[src/rtl/core/stfl_pkg.sv]
package stfl_pkg;

	localparam int unsigned DEFAULT_TABLE_DEPTH = 1024;
	localparam int unsigned LEN_CFG_W = 11;
	localparam int unsigned IDX_W = 10;
	localparam int unsigned WORD_W = 32;

	localparam logic KIND_WRITE = 1'b0;
	localparam logic KIND_QUERY = 1'b1;

	typedef struct packed {
		logic                     kind;
		logic [IDX_W-1:0]         entry_index;
		logic signed [WORD_W-1:0] word;
	} in_req_t;

	typedef struct packed {
		logic             found;
		logic [IDX_W-1:0] first_index;
		logic [IDX_W-1:0] last_index;
	} out_rsp_t;

	typedef enum logic [1:0] {
		ST_IDLE,
		ST_LOWER,
		ST_UPPER,
		ST_DONE
	} st_t;

endpackage

[src/rtl/core/stfl_seq.sv]
module stfl_seq #(
	parameter int unsigned TABLE_DEPTH = stfl_pkg::DEFAULT_TABLE_DEPTH
) (
	input  logic                         clk,
	input  logic                         arst_n,
	input  logic                         in_valid,
	output logic                         in_stall,
	input  stfl_pkg::in_req_t            in_data,
	input  logic [$clog2(TABLE_DEPTH+1)-1:0] used_len,
	output logic                         out_valid,
	input  logic                         out_stall,
	output stfl_pkg::out_rsp_t           out_data,
	output logic                         ram_we,
	output logic [$clog2(TABLE_DEPTH)-1:0] ram_waddr,
	output logic [stfl_pkg::WORD_W-1:0]  ram_wdata,
	output logic                         ram_re,
	output logic [$clog2(TABLE_DEPTH)-1:0] ram_raddr,
	input  logic [stfl_pkg::WORD_W-1:0]  ram_rdata
);

	import stfl_pkg::*;

	localparam int unsigned ADDR_W = $clog2(TABLE_DEPTH);
	localparam int unsigned LEN_W = $clog2(TABLE_DEPTH + 1);

	st_t state_q, state_d;

	logic [LEN_W-1:0]         lo_q, hi_q, n_q, mid_q, first_q, last_q;
	logic signed [WORD_W-1:0] key_q;
	logic                     rd_pend_q, eq_q, found_q;
	logic                     out_valid_q;
	out_rsp_t                 out_data_q;

	logic [LEN_W-1:0] lo_n, hi_n, mid_n;
	logic             eq_n, go_right, more, found_lb, out_free, in_take;

	assign out_free = !out_valid_q || !out_stall;
	assign in_take = (state_q == ST_IDLE) && in_valid;

	// one probe step: fold in the data of last cycle's read, then pick the next midpoint
	always_comb begin
		lo_n = lo_q;
		hi_n = hi_q;
		eq_n = eq_q;
		go_right = 1'b0;
		if (rd_pend_q) begin
			if (state_q == ST_UPPER) begin
				go_right = $signed(ram_rdata) <= key_q;
			end else begin
				go_right = $signed(ram_rdata) < key_q;
			end
			if (go_right) begin
				lo_n = mid_q + LEN_W'(1);
			end else begin
				hi_n = mid_q;
				eq_n = $signed(ram_rdata) == key_q;
			end
		end
		more = lo_n < hi_n;
		mid_n = lo_n + ((hi_n - lo_n) >> 1);
		// hi only ever drops to a probed entry, so hi below n means its value was seen
		found_lb = (hi_n != n_q) && eq_n;
	end

	always_comb begin
		state_d = state_q;
		unique case (state_q)
			ST_IDLE: begin
				if (in_valid && in_data.kind == KIND_QUERY) begin
					state_d = ST_LOWER;
				end
			end
			ST_LOWER: begin
				if (!more) begin
					state_d = found_lb ? ST_UPPER : ST_DONE;
				end
			end
			ST_UPPER: begin
				if (!more) begin
					state_d = ST_DONE;
				end
			end
			ST_DONE: begin
				if (out_free) begin
					state_d = ST_IDLE;
				end
			end
			default: state_d = ST_IDLE;
		endcase
	end

	always_comb begin
		in_stall = 1'b1;
		ram_re = 1'b0;
		unique case (state_q)
			ST_IDLE:  in_stall = 1'b0;
			ST_LOWER: ram_re = more;
			ST_UPPER: ram_re = more;
			ST_DONE:  in_stall = 1'b1;
			default:  in_stall = 1'b1;
		endcase
		ram_raddr = mid_n[ADDR_W-1:0];
		ram_we = in_take && (in_data.kind == KIND_WRITE)
			&& (32'(in_data.entry_index) < 32'(TABLE_DEPTH));
		ram_waddr = ADDR_W'(in_data.entry_index);
		ram_wdata = in_data.word;
	end

	always_ff @(posedge clk or negedge arst_n) begin
		if (!arst_n) begin
			state_q <= ST_IDLE;
			rd_pend_q <= 1'b0;
			out_valid_q <= 1'b0;
		end else begin
			state_q <= state_d;
			case (state_q) inside
				ST_LOWER, ST_UPPER: rd_pend_q <= more && !(state_q == ST_LOWER && !more);
				default:            rd_pend_q <= 1'b0;
			endcase
			if (out_valid_q && !out_stall) begin
				out_valid_q <= 1'b0;
			end
			if (state_q == ST_DONE && out_free) begin
				out_valid_q <= 1'b1;
			end
		end
	end

	always_ff @(posedge clk) begin
		case (state_q)
			ST_IDLE: begin
				key_q <= in_data.word;
				n_q <= used_len;
				lo_q <= '0;
				hi_q <= used_len;
				eq_q <= 1'b0;
			end
			ST_LOWER: begin
				mid_q <= mid_n;
				if (more) begin
					lo_q <= lo_n;
					hi_q <= hi_n;
					eq_q <= eq_n;
				end else begin
					// restart over the whole used range for the upper bound
					lo_q <= '0;
					hi_q <= n_q;
					found_q <= found_lb;
					first_q <= found_lb ? lo_n : '0;
					last_q <= '0;
				end
			end
			ST_UPPER: begin
				mid_q <= mid_n;
				lo_q <= lo_n;
				hi_q <= hi_n;
				eq_q <= eq_n;
				if (!more) begin
					last_q <= (lo_n > first_q) ? LEN_W'(lo_n - LEN_W'(1)) : first_q;
				end
			end
			ST_DONE: begin
				if (out_free) begin
					out_data_q.found <= found_q;
					out_data_q.first_index <= IDX_W'(first_q);
					out_data_q.last_index <= IDX_W'(last_q);
				end
			end
			default: begin
				lo_q <= lo_q;
			end
		endcase
	end

	assign out_valid = out_valid_q;
	assign out_data = out_data_q;

endmodule

[config.mk]
export PLATFORM = sky130hd
export DESIGN_NAME = stfl_seq
export DESIGN_NICKNAME = d
export VERILOG_FILES = /design/src/rtl/core/stfl_pkg.sv /design/src/rtl/core/stfl_seq.sv
export SDC_FILE = /design/constraint.sdc
export NUM_CORES = 1
export LEC_CHECK = 0
export BUFFER_PORTS_ARGS = -buffer_cell sky130_fd_sc_hd__buf_4
export CAP_MARGIN = 10
export CORE_UTILIZATION = 55
export DETAILED_ROUTE_END_ITERATION = 12
export HOLD_SLACK_MARGIN = 0.02
export PLACE_DENSITY = 0.78
export REMOVE_ABC_BUFFERS = 1
export SLEW_MARGIN = 20
export SYNTH_ARGS = -nofsm -noshare
export SYNTH_HDL_FRONTEND = slang
export SYNTH_SLANG_ARGS = --single-unit
[constraint.sdc]
create_clock -name clk -period 7.8 [get_ports clk]
set_input_delay 0.39 -clock clk [delete_from_list [all_inputs] [get_ports clk]]
set_output_delay 0.39 -clock clk [all_outputs]
set_load 0.05 [all_outputs]
==> Word-level counts from Yosys, hierarchy flattened <==
Index checks and enable logic that the tools add are counted.
{ "totals": {"register_bits": 124, "out_inout_bits": 77} }
{ "op_classes": {"n_mux": 29, "n_lt_le_gt_ge": 4, "n_eq_ne": 10, "reduce_logical": 23, "addsub": 4, "n_bitwise": 2} }
{ "ops": {"columns": ["op", "count"], "rows": [
  ["$mux W11", 6],
  ["$pmux W11 S3", 2],
  ["$eq A32 B32 Y1", 1],
  ["$le A32 B32 Y1", 1],
  ["$lt A32 B32 Y1", 1],
  ["$mux W10", 3],
  ["$pmux W10 S2", 1],
  ["$add A11 B1 Y11 const B", 1],
  ["$add A11 B10 Y11", 1],
  ["$gt A11 B11 Y1", 1],
  ["$lt A11 B11 Y1", 1],
  ["$mux W1", 11],
  ["$ne A11 B11 Y1", 1],
  ["$sub A11 B11 Y11", 1],
  ["$sub A10 B1 Y10 const B", 1],
  ["$logic_and A1 B1 Y1", 8],
  ["$mux W2", 4],
  ["$ne A2 B2 Y1 const B", 4],
  ["$pmux W2 S4", 1],
  ["$reduce_and A2 Y1", 3],
  ["$eq A2 B2 Y1 const B", 2],
  ["$logic_not A1 Y1", 4],
  ["$reduce_and A4 Y1", 1],
  ["$reduce_bool A2 Y1", 2],
  ["other kinds (9)", 10]
]} }

==> Depth between registers and ports, before layout <==
{ "depth": {"word_depth": 11, "ltp_mapped": 32, "ltp_nobuf": 29} }

==> Worst setup path before layout <==
OpenSTA, ideal clock, no wires.
{ "synth_path": {"path_type": "input to output", "from": "in ram_rdata[14] (netlist bit)", "to": "out ram_raddr[8]", "required_time_ps": 7410, "path_slack_ps": 1430, "stages": 29, "arrival_time_ps": 5980, "cell_sequence": "ha_1 -> nand4_1 -> or3_1 -> a211oi_1 -> o41ai_1 -> a21oi_1 -> o21ai_0 -> nand2_1 -> clkbuf_1 -> buf_1 -> nor2_1 -> a21oi_1 -> inv_1 -> ha_1 -> fa_1 -> nor2b_1 -> o21ai_0 -> nand2b_1 -> a21oi_1 -> o21ai_0 -> a21o_1 -> a21oi_1 -> xnor2_1 -> ha_1 -> nand3_1 -> a211oi_1 -> a2111oi_2 -> xnor2_1 -> buf_4"} }
{ "synth_via": {"elab_chain_len": 7, "elab_cells_between_ends": 10, "classes_between": "add/sub: 2; order compare: 2; mux: 6"} }
{ "synth_rtl": {"columns": ["element", "line", "text"], "rows": [
  ["start, declared", "stfl_seq.sv:18", "input logic [stfl_pkg::WORD_W-1:0] ram_rdata"],
  ["$lt A32 B32 Y1 or $le A32 B32 Y1 (tied branches)", "stfl_seq.sv:50, stfl_seq.sv:48", null],
  ["$mux W1 *", "stfl_seq.sv:47", "if (state_q == ST_UPPER) begin"],
  ["$mux W1 *", "stfl_seq.sv:46", "if (rd_pend_q) begin"],
  ["$mux W11 *", "stfl_seq.sv:52", "if (go_right) begin"],
  ["$mux W11 *", "stfl_seq.sv:46", null],
  ["named net lo_n[0]", "stfl_seq.sv:34", "logic [LEN_W-1:0] lo_n, hi_n, mid_n;"],
  ["$sub A11 B11 Y11", "stfl_seq.sv:60", "mid_n = lo_n + ((hi_n - lo_n) >> 1);"],
  ["$add A11 B10 Y11 *", "stfl_seq.sv:60", null],
  ["end, declared", "stfl_seq.sv:17", "output logic [$clog2(TABLE_DEPTH)-1:0] ram_raddr,"]
]} }
Mark *: on every way through the listed nets, which the timed path passes. The rest lies on a longest branch. The select of a mux whose other input is x is not followed.

==> Worst setup path after layout <==
{ "layout_path": {"from": "reg key_q[31]", "to": "out ram_raddr[8]"} }
{ "layout_via": {"elab_chain_len": 7, "elab_cells_between_ends": 10, "classes_between": "add/sub: 2; order compare: 2; mux: 6"} }
{ "layout_rtl": {"columns": ["element", "line", "text"], "rows": [
  ["start, declared", "stfl_seq.sv:29", "logic signed [WORD_W-1:0] key_q;"],
  ["start signal, assigned", "stfl_seq.sv:132", "key_q <= in_data.word;"],
  ["$lt A32 B32 Y1 or $le A32 B32 Y1 (tied branches)", "stfl_seq.sv:50, stfl_seq.sv:48", null],
  ["$mux W1 *", "stfl_seq.sv:47", null],
  ["$mux W1 *", "stfl_seq.sv:46", null],
  ["$mux W11 *", "stfl_seq.sv:52", null],
  ["$mux W11 *", "stfl_seq.sv:46", null],
  ["named net lo_n[0]", "stfl_seq.sv:34", null],
  ["$sub A11 B11 Y11", "stfl_seq.sv:60", null],
  ["$add A11 B10 Y11 *", "stfl_seq.sv:60", null]
]} }
Marks and branches as above.

==> impl_metrics.csv <==
group,metric,value,unit
synthesis,ys_types,71,
cts,ctsResizeCount,0,
sta,setup_viol,0,
cts,cts_max_level,4,
final_layout,seqCellArea,3700,µm²
synthesis,seq_area_frac_synth,46.3,%
floorplan,die_h,123,µm
place,gp_congestion,0.884,
synthesis,yosys_register_bits,124,
route,drc,0,
critical_path,startpoint,"key_q[31]$_DFFE_PN_",
cts,cts-buffers-inserted,17,
worst_hold_path,hold_start,"used_len[10]",
sta,slew_headroom,30.7,%
sta,fin_tns_setup,0,ps
critical_path,critPathCaptureType,"primary output",
critical_path,cp.arrival,6760,ps
route,num_vias,5869,
route,met1_length,7.97,mm
global_route,grt_antenna_before_repair,0,
sta,slew_violations,0,
worst_hold_path,hold_end,"n_q[10]$_DFFE_PN_",
sta,finalCriticalPeriod,7150,ps
synthesis,yosys_warnings,0,
synthesis,postSynthCellCount,741,
route,wl,18.7,mm
route,firstDrtPassIters,7,
critical_path,critical_path_class,"register to primary output",
synthesis,synth_top_area_share,45.0,%
floorplan,rows,43,
cts,root_buffer,"clkbuf_16",
floorplan,core,14000,µm²
critical_path,reg2regPathDepth,25,
outcome,outcome,"finished clean",
sta,period_share,91.6,%
place,dp_hpwl,14.8,mm
sta,fmax,0.140,GHz
critical_path,r2r-start,"key_q[31]$_DFFE_PN_",
cts,worstSkewPairLatency,420,ps
final_layout,nFillCells,1050,
critical_path,r2r_end,"mid_q[10]$_DFFE_PP_",
sta,worst_pin_slew,1040,ps
synthesis,synth_area_leader_cell,"edfxtp_1",
floorplan,ios,167,
critical_path,r2r_setup_slack,1340,ps
sta,whs,151,ps
route,antenna_left,0,
global_route,grt_pass1_wl,29.1,mm
global_route,grt_use_total,26.0,%
final_layout,fin_nets,1002,
cts,cts_tree,"yes",
route,dr_wl_met2,9.37,mm
synthesis,synth_flop_cell,"edfxtp_1",
worst_hold_path,hp-class,"input pin to register",
critical_path,start_kind,"register",
cts,cts_num_sinks,124,
final_layout,drive_gt1_share,24.6,%
global_route,grt_start_max_net_pins,45,
synthesis,synthTopCellsByCount,"edfxtp_1, inv_1, ha_1",
global_route,overflow,0,
sta,rsz0062_at_grt,"no",
global_route,grt_pass1_vias,5763,
flow_run,drv_cap,0,
synthesis,ys_top_cells_by_area,"edfxtp_1, ha_1, buf_4, inv_1, xnor2_1",
route,wl_per_cell,18.1,µm
cts,clk_pin_slew_worst_paths,60,ps
sta,skew,14.0,ps
final_layout,area_growth,18.9,%
cts,clockBufferDepth,2,
worst_hold_path,hold_depth,1,
route,viasPerCell,5.68,
floorplan,dieArea,15000,µm²
place,io_buffer_count,146,
floorplan,start_util,57.0,%
route,wl_met3,1.07,mm
floorplan,die_w,123,µm
final_layout,antenna_cells,0,
synthesis,synth-async-reset-ratio,3.23,%
synthesis,yosysMostFrequentCell,"edfxtp_1",
route,drtIter0Drc,385,
critical_path,cp.required,7410,ps
route,top_layer_used,"met4",
sta,hold_viol_final,0,
synthesis,synth_area,8010,µm²
final_layout,multi_input_area,3530,µm²
synthesis,synth-edff-count,120,
critical_path,critPathMaxFanout,11,
synthesis,synth.avg_cell_area,10.8,µm²
[per-layer routing]
| layer | vias up | global-route usage (%) |
|---|---|---|
| met1 | 2780 | 32.4 |
| met4 | 0 | 8.77 |
| met2 | 229 | 44.5 |
| met5 | - | 0 |
| met3 | 26 | 5.62 |
| li1 | 2834 | - |
[per-stage QoR]
step / std cells / util (%) / worst slack [ps] / instance area [µm²]
detailed placement: 1001 / 63.4 / 1010 / 8900
CTS: 1034 / 67.7 / 712 / 9510
global route: 1034 / 67.8 / 0.251 / 9520
global placement: 1001 / 63.4 / 1170 / 8900
floorplan: 671 / - / 1130 / 7540
finish: 1034 / 67.8 / 654 / 9520
[final cells by class]
type | instances | share of cell area [%]
clock buffer | 18 | 4.51
clock inverter | 14 | 1.80
inverter | 84 | 3.31
multi-input combinational | 463 | 37.1
sequential | 124 | 38.9
tap | 180 | 2.37
timing repair buffer | 151 | 11.9
[critical path: stages (launching register included)]
cell and delay, ps:
edfxtp_1 320, inv_1 40, ha_1 460, nand4_2 210, or4_1 570, or4b_1 640
o21ai_0 140, nand2_1 180, a21oi_1 400, inv_1 190, ha_1 270, fa_1 410
nor2b_1 120, o21ai_0 80, nand2b_1 110, a21oi_1 70, o21ai_0 260, a21o_1 170
a21oi_1 90, xnor2_1 200, ha_1 300, nand3_1 110, a211oi_1 70, a2111oi_2 460
xnor2_1 210, buf_4 240
[flip-flops by register name, indices dropped and copies added, names as in the netlist]
signal	cells
key_q	32
out_data	21
first_q	11
hi_q	11
lo_q	11
mid_q	11
n_q	11
last_q	10
state_q	2
eq_q	1
found_q	1
out_valid	1
rd_pend_q	1
[worst max path at each step]
stage / endpoint / cells after the start / slack [ps]
final: ram_raddr[8] / 25 / 650
after global routing: ram_raddr[8] / 27 / 0.3
after CTS: ram_raddr[8] / 25 / 710
after detailed placement: ram_raddr[8] / 25 / 1010
after global placement: ram_raddr[8] / 25 / 1170
after floorplan: ram_raddr[8] / 23 / 1130
[cell usage in the layout, fill, tap and decap left out, types with 7 or more instances in the layout]
cell type  synthesis  routed
a21o_1            13      13
o21ai_0           17      17
a221o_1           10      10
buf_4             53     150
nand3_1           20      20
xor2_1            28      28
a21oi_1           37      37
nor4_1             8       8
nor3_1            11      11
nor2b_1           14      14
and3_1             8       8
clkbuf_16          0      17
inv_1             80      80
a211oi_1          10      10
nor2_1            49      49
o31ai_1            7       7
nand4_1           11      11
nand2_1           31      31
xnor2_1           28      28
ha_1              69      68
edfxtp_1         120     120
mux2_2            13      13
[repair_timing]
item	4_1_cts	5_1_grt
hold endpoints to repair	4	0
hold buffers	1	0
setup buffers	0	0
[cells by family (layout without fill, tap and decap cells)]
family / Yosys count / after routing / synth area share [%]
AND/OR/NAND/NOR: 174 / 174 / 10.9
buffers and inverters: 154 / 267 / 9.75
AO/OA/AOI/OAI: 141 / 141 / 12.8
flip-flops: 124 / 124 / 46.3
adder cells (fa/ha/maj): 74 / 74 / 11.7
XOR/XNOR: 56 / 56 / 6.13
multiplexers: 18 / 18 / 2.45
Power is left out: the tool's default activity adds up to more than one toggle a clock period on the data nets, which glitch-free logic cannot reach.
